--- src/hdl/sacwb_ram.sv ---
`timescale 1ns / 1ps
// ----------------------------------------------------------------------------
// sacwb_ram
// Generic single-write, single-read synchronous RAM with registered read.
// ----------------------------------------------------------------------------
module sacwb_ram #(
    parameter int WIDTH = 8,
    parameter int DEPTH = 16
) (
    input  logic                                   clk,
    input  logic                                   we,
    input  logic [(DEPTH > 1 ? $clog2(DEPTH) : 1)-1:0] waddr,
    input  logic [WIDTH-1:0]                       wdata,
    input  logic                                   re,
    input  logic [(DEPTH > 1 ? $clog2(DEPTH) : 1)-1:0] raddr,
    output logic [WIDTH-1:0]                       rdata
);

    logic [WIDTH-1:0] mem [DEPTH];

    // write port
    always_ff @(posedge clk)
    begin
        if (we)
        begin
            mem[waddr] <= wdata;
        end
    end

    // registered read port, holds when not enabled
    always_ff @(posedge clk)
    begin
        if (re)
        begin
            rdata <= mem[raddr];
        end
    end

endmodule

--- config.mk ---
export PLATFORM = sky130hd
export DESIGN_NAME = sacwb_ram
export DESIGN_NICKNAME = d
export VERILOG_FILES = /design/src/hdl/sacwb_ram.sv
export SDC_FILE = /design/constraint.sdc
export NUM_CORES = 1
export LEC_CHECK = 0
export BUFFER_PORTS_ARGS = -buffer_cell sky130_fd_sc_hd__buf_2
export CORE_MARGIN = 1
export CORE_UTILIZATION = 45
export DETAILED_ROUTE_END_ITERATION = 8
export HOLD_SLACK_MARGIN = 0.12
export MAX_ROUTING_LAYER = met4
export PLACE_DENSITY = 0.72
export SKIP_LAST_GASP = 1
export SYNTH_ARGS = -nofsm -noshare
export SYNTH_HDL_FRONTEND = slang
export SYNTH_SLANG_ARGS = --single-unit
export TNS_END_PERCENT = 50
--- constraint.sdc ---
create_clock -name clk -period 4.7 [get_ports clk]
set_input_delay 0.47 -clock clk [delete_from_list [all_inputs] [get_ports clk]]
set_output_delay 0.47 -clock clk [all_outputs]
set_load 0.005 [all_outputs]
==> results of run 1 <==
-- synthesized netlist by cell type --
library cell	instances	share of area
edfxtp_1	136	0.78
mux4_2	18	0.078
a22oi_1	16	0.023
mux4_1	14	0.070
nor2_1	13	0.0093
nand2_1	9	0.0065
nor3_1	4	0.0038
buf_2	3	0.0029
buf_6	3	0.0065
clkdlybuf4s25_2	3	0.0057
nand2b_1	2	0.0024
nand3b_1	2	0.0029
and2_1	1	0.0012
and2b_1	1	0.0014
buf_4	1	0.0014
nand3_1	1	0.00096
nor2b_1	1	0.0012
or3b_2	1	0.0017
-- sequential cells by signal, summed over array words and instances (netlist names) --
name / flops
rdata: 8
mem: 128
-- cells by family after synthesis --
family	after synthesis	synth area share
compound gates	16	0.0230
buf+inv	10	0.0165
flops	136	0.781
mux	32	0.148
simple gates	35	0.0314
-- cell type report --
type | count | area, sq um | area share
flip-flops and latches | 136 | 4080 | 0.661
multi-input cells | 83 | 1060 | 0.171
clock buffers | 18 | 429 | 0.0695
clock inverters | 13 | 273 | 0.0441
well taps | 140 | 175 | 0.0284
repair buffers | 30 | 160 | 0.0259
-- how the worst max path moves through the flow --
stage / depth (start not counted) / end / slack [ns] / start
2_1_floorplan: 2 / mem[0][0]$_DFFE_PP_ / 2.74 / waddr[2]
3_5_place_dp: 4 / rdata[3]$_DFFE_PP_ / 2.02 / raddr[0]
5_1_grt: 4 / rdata[3]$_DFFE_PP_ / 2.35 / raddr[0]
6_report: 4 / rdata[3]$_DFFE_PP_ / 2.50 / raddr[0]
3_3_place_gp: 4 / rdata[3]$_DFFE_PP_ / 2.06 / raddr[0]
4_1_cts: 4 / rdata[4]$_DFFE_PP_ / 2.44 / raddr[0]
-- critical path: cells and delay by family --
family / cells / cell delay, ns
buffers and inverters: 1 / 0.75
AND/OR/NAND/NOR: 1 / 0.09
multiplexers: 1 / 0.66
AO/OA/AOI/OAI: 1 / 0.33
-- report_power, final --
group | internal, mW | switching [mW] | total [mW]
sequential | 1.37 | 0.00732 | 1.37
combinational | 0.0476 | 0.0701 | 0.118
clock | 1.10 | 0.471 | 1.57
total | 2.51 | 0.549 | 3.06
-- metrics by stage --
step,hold WS [ns],power [mW],instance area (sq um),cells,util
detailed placement,0.749,1.52,5480,389,0.494
global route,0.429,3.14,6180,420,0.558
global placement,0.730,1.51,5480,389,0.494
CTS,0.422,3.08,6180,420,0.558
floorplan,0.569,1.47,5230,229,-
finish,0.449,3.06,6180,420,0.558
-- routing by layer --
layer | up-vias | routed length (microns) | share of wire | track usage
met3 | 16 | 541 | 0.055 | 0.0492
met1 | 1258 | 4110 | 0.42 | 0.241
met2 | 104 | 4990 | 0.51 | 0.294
met4 | 0 | 161 | 0.016 | 0.0800
met5 | - | 0 | 0 | -
li1 | 1061 | - | - | -
==> impl_metrics.yaml, run 1 <==
run_status:
  status: "finished, final reports clean"
min_path:
  min_from: "re"
  hold_depth: 1
  hold_class: "in2reg"
  holdPathEnd: "rdata[2]$_DFFE_PP_"
power:
  peakVddDrop_uv: 293
  leakagePower_nw: 2.07
  power.density_nw_per_um2: 496
clocking:
  clock_latency_ns: 0.40
  ctsResizeCount: 0
  htreeDepth: 4
  cts_made_buffers: 17
  cts_tree: "built"
  cts.reportedPaths.clkPinSlew_ns: 0.06
  clock-sinks: 136
  cts_setup_buffers: 0
  postCtsHoldBufs: 0
  cts_buffer_depth: 2
  cts-root-buf: "clkbuf_16"
die:
  fp.dieH_microns: 110
  dieArea_sq_um: 12100
  ios: 27
  start_util: 0.472
  coreArea_sq_um: 11100
  fp-row-count: 38
  die_w_microns: 110
global_routing:
  grt_pass1_vias: 2394
  antenna_found_initial: 0
  grt_start_max_net_pins: 33
  overflow: 0
  globalRouteTotalUtil: 0.190
  grt_pass1_wl_microns: 14800
placement:
  dp_hpwl_microns: 5970
  dp_slack_ns: 2.02
  gp_congestion: 0.744
  io_buffers: 26
logic_synthesis:
  ys_seq_area_frac: 0.781
  avgSynthCellArea_sq_um: 22.8
  syn_area_sq_um: 5230
  synth_fp_nets: 248
  netlist_instances: 229
  ys_warn_count: 0
  synthDistinctLibCells: 18
  synth-seq-cells: 136
layout:
  area_growth_pct: 18.2
  n_fill_cell: 778
  layout_commonest_cell: "edfxtp_1"
  nNetsFinal: 287
  drive_above_1_share: 0.275
  final_cell_mix: "edfxtp_1, buf_2, mux4_2"
  num_antenna_cells: 0
timing:
  setup_tns_ns: 0
  slew_viol_final: 0
  worstMarginPinSlew_ns: 1.03
  period_share: 0.469
  slew_headroom: 0.310
  max_freq_mhz: 454
  period_minus_slack_ns: 2.20
  rsz0062_at_grt: "no"
  setup_viol: 0
  timing.final.ws_setup_ns: 2.50
  fin_skew_ns: 0.00645
  hold_viol_final: 0
detailed_routing:
  wl_microns: 9810
  drc: 0
  vias: 2439
  drt-pass1-iter-count: 5
  wl_per_cell_microns: 23.3
  antenna_left: 0
  drt-vias-per-instance: 5.81
  drtIter0Drc: 292
flow_run:
  cap_violations: 0
worst_setup_path:
  crit_type: "in2reg"
  worstSetupStartpointType: "primary input"
  worst-r2r-setup-slack_ns: 3.14
  cp_cell_sequence: "buf_2, mux4_1, a22oi_1, nand2_1"
  cp-end-kind: "flip-flop"
  cp.required_ns: 4.84
  timing.rr.start: "mem[1][3]$_DFFE_PP_"
  r2r-end: "rdata[3]$_DFFE_PP_"
  ff2ff_path_depth: 3
  cp.arrival_ns: 2.34
  crit_path_max_incr_delay_ns: 0.75
  cpMaxStageDelayCell: "buf_2"
  crit_path_max_fanout: 32
Note: power is estimated with default switching activity, not from simulation.
==> run 2, diff against run 1 <==
--- a/config.mk
+++ b/config.mk
@@ -11,7 +11,7 @@
 export DETAILED_ROUTE_END_ITERATION = 8
 export HOLD_SLACK_MARGIN = 0.12
 export MAX_ROUTING_LAYER = met4
-export PLACE_DENSITY = 0.72
+export PLACE_DENSITY = 0.74
 export SKIP_LAST_GASP = 1
 export SYNTH_ARGS = -nofsm -noshare
 export SYNTH_HDL_FRONTEND = slang
==> constraint.sdc (replaced) <==
create_clock -name clk -period 2 [get_ports clk]
set_input_delay 0.2 -clock clk [delete_from_list [all_inputs] [get_ports clk]]
set_output_delay 0.2 -clock clk [all_outputs]
set_load 0.005 [all_outputs]
==> impl_metrics.yaml, run 2 (same netlist as run 1, synthesis figures left out) <==
run_status:
  status: "finished, final reports clean"
worst_setup_path:
  ff2ff_path_depth: 3
  crit_type: "reg2reg"
  cp.required_ns: 2.14
  crit_path_max_fanout: 1
  cp-end-kind: "flip-flop"
  timing.rr.start: "mem[9][5]$_DFFE_PP_"
  r2r-end: "rdata[5]$_DFFE_PP_"
  worstSetupStartpointType: "flip-flop"
  worst-r2r-setup-slack_ns: 0.42
  cp.arrival_ns: 1.72
detailed_routing:
  drtIter0Drc: 159
  drt-pass1-iter-count: 5
  vias: 2469
  wl_per_cell_microns: 22.9
  antenna_left: 0
  wl_microns: 10000
  drc: 0
  drt-vias-per-instance: 5.65
layout:
  reg.largest.list: "mem (128), rdata (8)"
  seqCellArea_sq_um: 4080
  post-route-util: 0.566
  area_growth_pct: 20.0
  nNetsFinal: 304
  drive_above_1_share: 0.316
  num_antenna_cells: 0
  multi_input_area_sq_um: 1060
  final_cell_mix: "edfxtp_1, buf_2, mux4_2, buf_4, clkbuf_16"
  top_register: "mem"
  layout_commonest_cell: "edfxtp_1"
  largest_register_ffs: 128
  n_fill_cell: 790
clocking:
  cts_made_buffers: 17
  cts-root-buf: "clkbuf_16"
  clock_latency_ns: 0.41
  cts.reportedPaths.clkPinSlew_ns: 0.06
  cts_tree: "built"
  postCtsHoldBufs: 0
  cts_buffer_depth: 2
  htreeDepth: 4
  cts_setup_buffers: 0
  clock-sinks: 136
  ctsResizeCount: 0
timing:
  setup_viol: 0
  max_freq_mhz: 635
  period_minus_slack_ns: 1.58
  slew_headroom: 0.743
  worstMarginPinSlew_ns: 0.385
  setup_tns_ns: 0
  hold_viol_final: 0
  slew_viol_final: 0
  fin_skew_ns: 0.0179
  period_share: 0.788
  rsz0062_at_grt: "no"
min_path:
  holdPathEnd: "rdata[2]$_DFFE_PP_"
  hold_class: "in2reg"
  min_from: "re"
  hold_depth: 1
die:
  start_util: 0.472
  dieArea_sq_um: 12100
  fp-row-count: 38
  coreArea_sq_um: 11100
  die_w_microns: 110
  fp.dieH_microns: 110
  ios: 27
power:
  power.density_nw_per_um2: 1090
  peakVddDrop_uv: 619
  leakagePower_nw: 2.13
global_routing:
  grt_pass1_wl_microns: 15400
  grt_start_max_net_pins: 33
  grt_pass1_vias: 2573
  antenna_found_initial: 0
  globalRouteTotalUtil: 0.195
  overflow: 0
placement:
  io_buffers: 26
  gp_congestion: 0.694
  dp_hpwl_microns: 5910
flow_run:
  cap_violations: 0
## run 2: changes by cell type in the layout (fill, tap and decap cells not counted), sizes merged
cell,previous run,this run
clkinv,2,4
clkinvlp,1,3
buf,30,47
inv,2,1
bufinv,8,5
## run 2: worst max-delay path by stage
stage          slack [ns]                  end  cells past startpoint           startpoint
6_report             0.42   rdata[5]$_DFFE_PP_                      3  mem[9][5]$_DFFE_PP_
3_3_place_gp         0.19   rdata[5]$_DFFE_PP_                      5             raddr[0]
3_5_place_dp         0.21   rdata[5]$_DFFE_PP_                      5             raddr[0]
2_1_floorplan        0.31  mem[0][0]$_DFFE_PP_                      2             waddr[2]
5_1_grt              0.36   rdata[5]$_DFFE_PP_                      3  mem[9][5]$_DFFE_PP_
4_1_cts              0.44   rdata[5]$_DFFE_PP_                      3  mem[9][5]$_DFFE_PP_
## run 2: area by class of cell
cell class,instances,share of cell area
Sequential cell,136,0.651
Multi-Input combinational cell,83,0.169
Clock buffer,18,0.0684
Timing Repair Buffer,47,0.0519
Clock inverter,13,0.0323
Tap cell,140,0.0279
## run 2: stage by stage
stage / area [sq um] / power [mW] / std cells / setup slack [ns] / hold slack, ns
3_5_place_dp: 5640 / 3.59 / 406 / 0.214 / 0.575
3_3_place_gp: 5640 / 3.57 / 406 / 0.189 / 0.581
4_1_cts: 6270 / 6.90 / 437 / 0.437 / 0.143
5_1_grt: 6270 / 7.04 / 437 / 0.356 / 0.148
2_1_floorplan: 5230 / 3.45 / 229 / 0.307 / 0.299
6_report: 6270 / 6.85 / 437 / 0.424 / 0.157
## run 2: metal layers
metal / vias to the layer above / GRT usage / wire length (microns)
li1: 1091 / - / -
met1: 1253 / 0.261 / 4040
met2: 119 / 0.288 / 4940
met3: 6 / 0.0510 / 920
met4: 0 / 0.0771 / 109
met5: - / - / 0
## run 2: where the power goes
part           switching [mW]  total [mW]  internal [mW]
registers              0.0184        3.23           3.21
clock network            1.12        3.32           2.20
logic                   0.166       0.296          0.131
total                    1.31        6.85           5.54
## run 2: worst max-delay path, stage by stage (launching register included)
cell and delay [ns]:
edfxtp_1 0.39, mux4_1 0.54, a22oi_1 0.28, nand2_1 0.10
